$ cat src/rtl/bpfl_pkg.sv
// Shared constants for the buffer pool free-list allocator.
`timescale 1ns / 1ps
`default_nettype none

package bpfl_pkg;

    localparam int ADDR_W   = 32;
    localparam int CAP_W    = 17;
    localparam int STATUS_W = 3;
    localparam int INDEX_W  = 8;

    // serial divider: one quotient bit per step
    localparam int DIV_STEPS = ADDR_W;
    localparam int CNT_W     = $clog2(DIV_STEPS + 1);

    localparam logic [STATUS_W-1:0] ST_OK        = 3'd0;
    localparam logic [STATUS_W-1:0] ST_NULL      = 3'd1;
    localparam logic [STATUS_W-1:0] ST_OUTSIDE   = 3'd2;
    localparam logic [STATUS_W-1:0] ST_NOT_START = 3'd3;
    localparam logic [STATUS_W-1:0] ST_EXHAUSTED = 3'd4;

    localparam logic REQ_ALLOC   = 1'b0;
    localparam logic REQ_RELEASE = 1'b1;

    localparam logic REG_POOL_BASE = 1'b0;
    localparam logic REG_BUF_CAP   = 1'b1;

    localparam logic [ADDR_W-1:0] POOL_BASE_RST = 32'd65536;
    localparam logic [CAP_W-1:0]  BUF_CAP_RST   = 17'd1024;

endpackage

`default_nettype wire

$ cat src/rtl/buffer_pool_free_list_allocator_core.sv
// Buffer pool allocator: linked free list in a synchronous RAM, serial release divider.
`timescale 1ns / 1ps
`default_nettype none

// Hands out and takes back fixed-size buffers of a pool that grows in blocks
// of BLOCK_SIZE buffers up to MAX_BLOCKS. The free list lives in a simple
// dual-port synchronous RAM of next links. One item is worked at a time; a
// finished result sits in the output register so the next item can be taken
// while it waits. An allocate item passes S_MUL (index times buffer capacity)
// and S_ADDR; one from the free list first passes S_ALLOC_RD for the link
// read. A release item passes S_MUL and S_CHECK, then the restoring divider
// that finds the buffer index one quotient bit per cycle over the 32-bit
// address offset, then S_FIN; a null release goes straight to the output,
// and a release outside the enabled blocks leaves after S_CHECK. The link
// RAM needs no clearing after reset: a link is read only after its buffer
// was released.
module buffer_pool_free_list_allocator_core
    import bpfl_pkg::*;
#(
    parameter int BLOCK_SIZE = 16,
    parameter int MAX_BLOCKS = 16
) (
    input  wire logic                aclk,
    input  wire logic                aresetn,

    input  wire logic                s_tvalid,
    output logic                     s_tready,
    input  wire logic [31:0]         s_tdata,   // [31:0] address
    input  wire logic [0:0]          s_tuser,   // [0] req_type

    output logic                     m_tvalid,
    input  wire logic                m_tready,
    output logic [39:0]              m_tdata,   // [31:0] buffer_address, [39:32] buffer_index
    output logic [2:0]               m_tuser,   // [2:0] status

    input  wire logic                cfg_valid,
    output logic                     cfg_ready,
    input  wire logic [0:0]          cfg_index,
    input  wire logic [31:0]         cfg_data
);

    localparam int POOL_SLOTS = BLOCK_SIZE * MAX_BLOCKS;
    localparam int SLOT_W     = $clog2(POOL_SLOTS + 1);
    localparam int IDX_W      = (POOL_SLOTS > 1) ? $clog2(POOL_SLOTS) : 1;
    localparam int BLK_W      = $clog2(MAX_BLOCKS + 1);
    localparam int PROD_W     = SLOT_W + CAP_W;
    localparam int CMP_W      = (PROD_W > ADDR_W) ? PROD_W : ADDR_W;

    localparam logic [SLOT_W-1:0] EMPTY_CODE = SLOT_W'(POOL_SLOTS);

    localparam logic [3:0] S_IDLE     = 4'd0;
    localparam logic [3:0] S_ALLOC_RD = 4'd1;
    localparam logic [3:0] S_MUL      = 4'd2;
    localparam logic [3:0] S_ADDR     = 4'd3;
    localparam logic [3:0] S_CHECK    = 4'd4;
    localparam logic [3:0] S_DIV      = 4'd5;
    localparam logic [3:0] S_FIN      = 4'd6;
    localparam logic [3:0] S_OUT      = 4'd7;

    logic [3:0]           state_reg, state_next;
    logic [ADDR_W-1:0]    pool_base_reg, pool_base_next;
    logic [CAP_W-1:0]     buf_cap_reg, buf_cap_next;
    logic [SLOT_W-1:0]    head_reg, head_next;
    logic [SLOT_W-1:0]    fresh_reg, fresh_next;
    logic [BLK_W-1:0]     blocks_reg, blocks_next;
    logic                 req_reg, req_next;
    logic [SLOT_W-1:0]    mul_a_reg, mul_a_next;
    logic [PROD_W-1:0]    prod_reg, prod_next;
    logic [ADDR_W-1:0]    offset_reg, offset_next;
    logic [ADDR_W-1:0]    quo_reg, quo_next;
    logic [CAP_W-1:0]     rem_reg, rem_next;
    logic [CNT_W-1:0]     cnt_reg, cnt_next;
    logic [STATUS_W-1:0]  res_status_reg, res_status_next;
    logic [ADDR_W-1:0]    res_addr_reg, res_addr_next;
    logic [INDEX_W-1:0]   res_index_reg, res_index_next;
    logic                 m_tvalid_reg, m_tvalid_next;
    logic [STATUS_W-1:0]  m_status_reg;
    logic [ADDR_W-1:0]    m_addr_reg;
    logic [INDEX_W-1:0]   m_index_reg;

    // link RAM
    logic [SLOT_W-1:0]    next_index_mem [POOL_SLOTS];
    logic [SLOT_W-1:0]    rd_data_reg;
    logic                 mem_re, mem_we;
    logic [IDX_W-1:0]     mem_raddr, mem_waddr;

    logic [SLOT_W-1:0]    en_slots;
    logic                 head_avail;
    logic [CAP_W+1:0]     div_shift;
    logic [CAP_W+1:0]     div_diff;
    logic                 out_load;

    assign en_slots   = SLOT_W'(blocks_reg * BLOCK_SIZE);
    assign head_avail = (head_reg < EMPTY_CODE);
    assign div_shift  = {1'b0, rem_reg, quo_reg[ADDR_W-1]};
    assign div_diff   = div_shift - {2'b00, buf_cap_reg};

    assign s_tready  = (state_reg == S_IDLE);
    assign cfg_ready = 1'b1;
    assign m_tvalid  = m_tvalid_reg;
    assign m_tdata   = {m_index_reg, m_addr_reg};
    assign m_tuser   = m_status_reg;

    always_comb begin
        state_next      = state_reg;
        pool_base_next  = pool_base_reg;
        buf_cap_next    = buf_cap_reg;
        head_next       = head_reg;
        fresh_next      = fresh_reg;
        blocks_next     = blocks_reg;
        req_next        = req_reg;
        mul_a_next      = mul_a_reg;
        prod_next       = prod_reg;
        offset_next     = offset_reg;
        quo_next        = quo_reg;
        rem_next        = rem_reg;
        cnt_next        = cnt_reg;
        res_status_next = res_status_reg;
        res_addr_next   = res_addr_reg;
        res_index_next  = res_index_reg;
        mem_re          = 1'b0;
        mem_we          = 1'b0;
        mem_raddr       = head_reg[IDX_W-1:0];
        mem_waddr       = quo_reg[IDX_W-1:0];
        out_load        = 1'b0;

        if (cfg_valid) begin
            unique case (cfg_index[0])
                REG_POOL_BASE: pool_base_next = cfg_data;
                REG_BUF_CAP:   buf_cap_next   = cfg_data[CAP_W-1:0];
                default:       pool_base_next = pool_base_reg;
            endcase
        end

        unique case (state_reg)
            S_IDLE: begin
                if (s_tvalid) begin
                    req_next = s_tuser[0];
                    if (s_tuser[0] == REQ_ALLOC) begin
                        if (head_avail) begin
                            // pop: fetch the link of the head
                            mem_re     = 1'b1;
                            mul_a_next = head_reg;
                            state_next = S_ALLOC_RD;
                        end else if (fresh_reg >= en_slots &&
                                     blocks_reg >= BLK_W'(MAX_BLOCKS)) begin
                            res_status_next = ST_EXHAUSTED;
                            res_addr_next   = '0;
                            res_index_next  = '0;
                            state_next      = S_OUT;
                        end else begin
                            if (fresh_reg >= en_slots) begin
                                blocks_next = blocks_reg + 1'b1;
                            end
                            mul_a_next = fresh_reg;
                            fresh_next = fresh_reg + 1'b1;
                            state_next = S_MUL;
                        end
                    end else begin
                        if (s_tdata == '0) begin
                            res_status_next = ST_NULL;
                            res_addr_next   = '0;
                            res_index_next  = '0;
                            state_next      = S_OUT;
                        end else begin
                            offset_next = s_tdata - pool_base_reg;
                            mul_a_next  = en_slots;
                            state_next  = S_MUL;
                        end
                    end
                end
            end
            S_ALLOC_RD: begin
                head_next  = rd_data_reg;
                state_next = S_MUL;
            end
            S_MUL: begin
                prod_next  = PROD_W'(mul_a_reg) * PROD_W'(buf_cap_reg);
                state_next = (req_reg == REQ_RELEASE) ? S_CHECK : S_ADDR;
            end
            S_ADDR: begin
                res_status_next = ST_OK;
                res_addr_next   = pool_base_reg + ADDR_W'(prod_reg);
                res_index_next  = INDEX_W'(mul_a_reg);
                state_next      = S_OUT;
            end
            S_CHECK: begin
                // prod holds the enabled span in bytes
                if (CMP_W'(offset_reg) >= CMP_W'(prod_reg)) begin
                    res_status_next = ST_OUTSIDE;
                    res_addr_next   = '0;
                    res_index_next  = '0;
                    state_next      = S_OUT;
                end else begin
                    quo_next   = offset_reg;
                    rem_next   = '0;
                    cnt_next   = CNT_W'(DIV_STEPS);
                    state_next = S_DIV;
                end
            end
            S_DIV: begin
                if (!div_diff[CAP_W+1]) begin
                    rem_next = div_diff[CAP_W-1:0];
                    quo_next = {quo_reg[ADDR_W-2:0], 1'b1};
                end else begin
                    rem_next = div_shift[CAP_W-1:0];
                    quo_next = {quo_reg[ADDR_W-2:0], 1'b0};
                end
                cnt_next = cnt_reg - 1'b1;
                if (cnt_reg == CNT_W'(1)) begin
                    state_next = S_FIN;
                end
            end
            S_FIN: begin
                res_addr_next = '0;
                if (rem_reg != '0) begin
                    res_status_next = ST_NOT_START;
                    res_index_next  = '0;
                end else if (quo_reg >= ADDR_W'(POOL_SLOTS)) begin
                    res_status_next = ST_OUTSIDE;
                    res_index_next  = '0;
                end else begin
                    // push: link to the old head, become the head
                    mem_we          = 1'b1;
                    head_next       = SLOT_W'(quo_reg);
                    res_status_next = ST_OK;
                    res_index_next  = INDEX_W'(quo_reg);
                end
                state_next = S_OUT;
            end
            S_OUT: begin
                if (!m_tvalid_reg || m_tready) begin
                    out_load   = 1'b1;
                    state_next = S_IDLE;
                end
            end
            default: state_next = S_IDLE;
        endcase

        if (out_load) begin
            m_tvalid_next = 1'b1;
        end else if (m_tready) begin
            m_tvalid_next = 1'b0;
        end else begin
            m_tvalid_next = m_tvalid_reg;
        end
    end

    always_ff @(posedge aclk) begin
        if (!aresetn) begin
            state_reg     <= S_IDLE;
            pool_base_reg <= POOL_BASE_RST;
            buf_cap_reg   <= BUF_CAP_RST;
            head_reg      <= EMPTY_CODE;
            fresh_reg     <= '0;
            blocks_reg    <= BLK_W'(1);
            m_tvalid_reg  <= 1'b0;
        end else begin
            state_reg     <= state_next;
            pool_base_reg <= pool_base_next;
            buf_cap_reg   <= buf_cap_next;
            head_reg      <= head_next;
            fresh_reg     <= fresh_next;
            blocks_reg    <= blocks_next;
            m_tvalid_reg  <= m_tvalid_next;
        end
    end

    always_ff @(posedge aclk) begin
        req_reg        <= req_next;
        mul_a_reg      <= mul_a_next;
        prod_reg       <= prod_next;
        offset_reg     <= offset_next;
        quo_reg        <= quo_next;
        rem_reg        <= rem_next;
        cnt_reg        <= cnt_next;
        res_status_reg <= res_status_next;
        res_addr_reg   <= res_addr_next;
        res_index_reg  <= res_index_next;
        if (out_load) begin
            m_status_reg <= res_status_reg;
            m_addr_reg   <= res_addr_reg;
            m_index_reg  <= res_index_reg;
        end
    end

    always_ff @(posedge aclk) begin
        if (mem_we) begin
            next_index_mem[mem_waddr] <= head_reg;
        end
        if (mem_re) begin
            rd_data_reg <= next_index_mem[mem_raddr];
        end
    end

    // head is a real index or the empty code
    a_head_range: assert property (@(posedge aclk) disable iff (!aresetn)
        head_reg <= EMPTY_CODE)
        else $error("free list head out of range");

    // fresh indices never run past the enabled blocks
    a_fresh_range: assert property (@(posedge aclk) disable iff (!aresetn)
        fresh_reg <= en_slots && blocks_reg >= BLK_W'(1) &&
        blocks_reg <= BLK_W'(MAX_BLOCKS))
        else $error("fresh mark or block count out of range");

    // a link write only ever targets a pool slot
    a_push_index: assert property (@(posedge aclk) disable iff (!aresetn)
        mem_we |-> quo_reg < ADDR_W'(POOL_SLOTS))
        else $error("link write beyond pool");

    // the divider never runs with an exhausted step count
    a_div_count: assert property (@(posedge aclk) disable iff (!aresetn)
        state_reg == S_DIV |-> cnt_reg != '0)
        else $error("divider step count underflow");

    // a popped head takes its link on the next cycle
    a_pop_link: assert property (@(posedge aclk) disable iff (!aresetn)
        state_reg == S_ALLOC_RD |=> head_reg == $past(rd_data_reg))
        else $error("free list pop lost its link");

endmodule

`default_nettype wire

$ cat config.mk
export PLATFORM = sky130hd
export DESIGN_NAME = buffer_pool_free_list_allocator_core
export DESIGN_NICKNAME = d
export VERILOG_FILES = /design/src/rtl/bpfl_pkg.sv /design/src/rtl/buffer_pool_free_list_allocator_core.sv
export SDC_FILE = /design/constraint.sdc
export NUM_CORES = 2
export LEC_CHECK = 0
export BUFFER_PORTS_ARGS = -buffer_cell sky130_fd_sc_hd__buf_2
export CORE_ASPECT_RATIO = 0.9
export CORE_MARGIN = 4
export CORE_UTILIZATION = 40
export CTS_BUF_LIST = sky130_fd_sc_hd__clkbuf_4 sky130_fd_sc_hd__clkbuf_8
export DETAILED_ROUTE_END_ITERATION = 16
export PLACE_DENSITY_LB_ADDON = 0.2
export SLEW_MARGIN = 20
export SYNTH_ARGS = -nofsm -noshare
export SYNTH_HDL_FRONTEND = slang
export SYNTH_SLANG_ARGS = --single-unit
$ cat constraint.sdc
create_clock -name aclk -period 9.5 [get_ports aclk]
set_clock_uncertainty 0.15 [all_clocks]
set_input_delay 2.85 -clock aclk [delete_from_list [all_inputs] [get_ports aclk]]
set_output_delay 2.85 -clock aclk [all_outputs]
set_load 0.005 [all_outputs]
==> impl_metrics.toml <==
[global_routing]
grt_max_degree = 172
grt_pass1_vias = 56400
grt_pass1_wl_um = 394000
grt_antenna_before_repair = 14
grt_overflow = 0
grtUsageTotal_pct = 19.0

[final_layout]
largest_register = "next_index_mem"
mostFrequentLayoutCell = "edfxtp_1"
multi_input_area_mm2 = 0.0297
register_area_mm2 = 0.0773
syn2layout_area_growth_pct = 11.9
drive_above_1_share_pct = 25.4
most-common-layout-cells = "edfxtp_1, mux4_2, clkbuf_8"
largest_reg_flops = 2304
nets = 6414
fillers = 23200
postLayoutCoreUtil_pct = 45.0

[detailed_routing]
drt-initial-drc-count = 5486
viasPerCell = 5.55
antenna_left = 0
route.vias.total = 55400
drt_first_pass_iters = 6
drt_wl_total_um = 270000
drc = 0
wl_per_cell_um = 27.0

[yosys]
synth_top_flop_cell = "edfxtp_1"
synth_edf_count = 2522
synthesis.instances = 5757
yosysSeqAreaShare_pct = 70.9
synth_cell_types = 67
synthArstFlopShare_pct = 0
ys_ff_latch = 2598
yosysWarnings = 0
syn_area_mm2 = 0.109
synthesis.nets = 6093
syn_area_per_cell_um2 = 18.9

[floorplan]
coreArea_mm2 = 0.271
dieArea_mm2 = 0.281
die_w_um = 558
initial_utilization_pct = 40.2
num_rows = 181
io_pins = 117
die_y_um = 503

[setup_path]
critPathMaxFanout = 18
path_delay_family = "adder cells"
rrSetupSlack_ns = 3.36
crit_path_end_kind = "flop"
cp_data_required_time_ns = 10.08
cp_common_cell = "fa_1"
cp_slowest_cell = "edfxtp_1"
critPathKind = "reg -> reg"
reg2reg_from = "mul_a_reg[0]"
critical_path.max_stage_delay_ns = 0.83
rr_worst_depth = 17
worstSetupStartpointType = "flop"
arrival_ns = 6.73
timing.rr.end = "prod_reg[25]"
worst-path-buf-inv = 3
cp_cell_sequence = "nand2_1 -> fa_1 -> inv_1 -> fa_1 -> fa_1 -> inv_1 -> fa_1 -> inv_1 -> ha_1 -> a2111oi_0 -> o211ai_1 -> a31oi_1 -> nor2_1 -> nor2_1 -> o2111ai_1 -> a21oi_1 -> xnor2_1"

[worst_hold_path]
holdPathStages = 0
worstHoldStart = "res_addr_reg[4]"
min_path_type = "reg -> reg"
hold_end = "m_addr_reg[4]"

[power_and_ir_drop]
p_sw_mw = 7.31
ir_drop_mv = 0.146
clkPwrFrac_pct = 34.7
p_int_mw = 20.1
p_comb_share_pct = 16.1
power_density_mw_per_mm2 = 225
seqPwrFrac_pct = 49.2
p_leak_nw = 39.2
sw_frac_of_total_pct = 26.6

[clocking]
ctsResizeCount = 0
cts-buffers-inserted = 420
cts_tree = "yes"
clk_pin_slew_worst_paths_ns = 0.07
postCtsHoldBufs = 0
insertion_delay_ns = 1.01
root_buffer = "clkbuf_8"
cts_buffer_depth = 4
htreeDepth = 5
postCtsSetupBuffers = 0
cts_sinks = 2598

[job]
maxCapViolCount = 0

[timing]
rsz0062_at_grt = "false"
tns_ns = 0
fmax_mhz = 163
tightest_slew_ns = 1.28
period_share_pct = 64.6
min_period_ns = 6.14
max_slew_margin_pct = 13.8
setup_viol = 0
maxSlewViolCount = 0
hold_viol_final = 0

[placed_design]
dp_hpwl_um = 165000
gp_routability_congestion = 0.832
port-buffer-count = 115

[run_status]
status = "complete, no violations"
==> metrics by stage <==
step           hold WS [ns]  std cells  power (mW)  setup slack (ns)  instance area [um2]
3_3_place_gp          0.251       9224        18.2              2.44               114000
4_1_cts               0.208       9978        27.8              3.30               122000
5_1_grt               0.228       9983        28.6              2.89               122000
6_report              0.225       9986        27.5              3.36               122000
3_5_place_dp          0.255       9224        18.2              2.48               114000
2_1_floorplan         0.250       5757        16.7              1.60               109000
==> synth_stat cells (all sizes together), types with 13 or more instances <==
| master | number | area (um2) |
|---|---|---|
| dfxtp | 76 | 1520 |
| nand2b | 15 | 93.8 |
| o211ai | 13 | 97.6 |
| fa | 109 | 2180 |
| o21ai | 65 | 325 |
| xnor2 | 50 | 438 |
| and3 | 20 | 125 |
| o21a | 18 | 135 |
| ha | 156 | 1950 |
| a21o | 40 | 300 |
| nand2 | 366 | 1370 |
| inv | 244 | 916 |
| nand4 | 15 | 93.8 |
| a21oi | 134 | 671 |
| nor2b | 36 | 225 |
| clkbuf | 201 | 754 |
| a211oi | 16 | 120 |
| nand3 | 57 | 285 |
| edfxtp | 2522 | 75700 |
| a22oi | 18 | 135 |
| buf | 88 | 415 |
| nor2 | 392 | 1470 |
| nor3 | 39 | 195 |
| mux2i | 25 | 250 |
| xor2 | 29 | 254 |
| and2 | 106 | 663 |
| mux4 | 756 | 17000 |
| nor4 | 26 | 163 |
==> worst register-to-register path, stage by stage (launching register included) <==
cell,delay [ns]
edfxtp_1,0.83
nand2_1,0.19
fa_1,0.57
inv_1,0.05
fa_1,0.48
fa_1,0.54
inv_1,0.05
fa_1,0.47
inv_1,0.04
ha_1,0.35
a2111oi_0,0.70
o211ai_1,0.26
a31oi_1,0.45
nor2_1,0.13
nor2_1,0.20
o2111ai_1,0.15
a21oi_1,0.19
xnor2_1,0.08
==> routing by layer <==
| metal | wire length [um] | GRT usage (%) |
|---|---|---|
| met1 | 122000 | 28.5 |
| met2 | 124000 | 29.0 |
| met3 | 17800 | 3.44 |
| met4 | 6280 | 4.61 |
| met5 | 0 | 0 |
==> cell type report <==
cell class,instances,area share [%]
antenna,8,0.0164
timing repair buffer,188,1.07
tap,3568,3.66
inverter,245,0.756
clock inverter,190,1.03
clock buffer,564,5.69
multi-input combinational,2625,24.3
sequential,2598,63.4
==> worst max path at each step <==
stage                     cells after the start    startpoint               to  slack (ns)
final                                        17  mul_a_reg[0]     prod_reg[25]        3.36
after global routing                         17  mul_a_reg[0]     prod_reg[25]        2.89
after CTS                                    17  mul_a_reg[0]     prod_reg[25]        3.30
after detailed placement                      9    s_tdata[7]  res_addr_reg[5]        2.48
after global placement                        9    s_tdata[7]  res_addr_reg[5]        2.44
after floorplan                               7   s_tdata[25]  res_addr_reg[0]        1.60
==> power by group through the flow <==
stage	Clock (mW)	Combinational, mW	Sequential, mW
2_1_floorplan	0	2.74	14.0
3_3_place_gp	0	4.43	13.7
3_5_place_dp	0	4.49	13.7
4_1_cts	9.77	4.50	13.5
5_1_grt	10.3	4.75	13.5
6_report	9.52	4.43	13.5
==> cells by family (layout without fill, tap and decap cells) <==
group                      Yosys count  after routing  synth area share [%]
adders and majority gates          265            265                  3.80
xor gates and xnor gates            79             79                 0.635
and+or+nand+nor                   1107           1107                  4.54
AOI/OAI and AO/OA                  390            390                  2.29
DFF                               2598           2598                  70.9
other                                1              9               0.00344
muxes                              783            783                  15.9
buffers and inverters              534           1187                  1.92
Power figures use the tool's default switching activity.
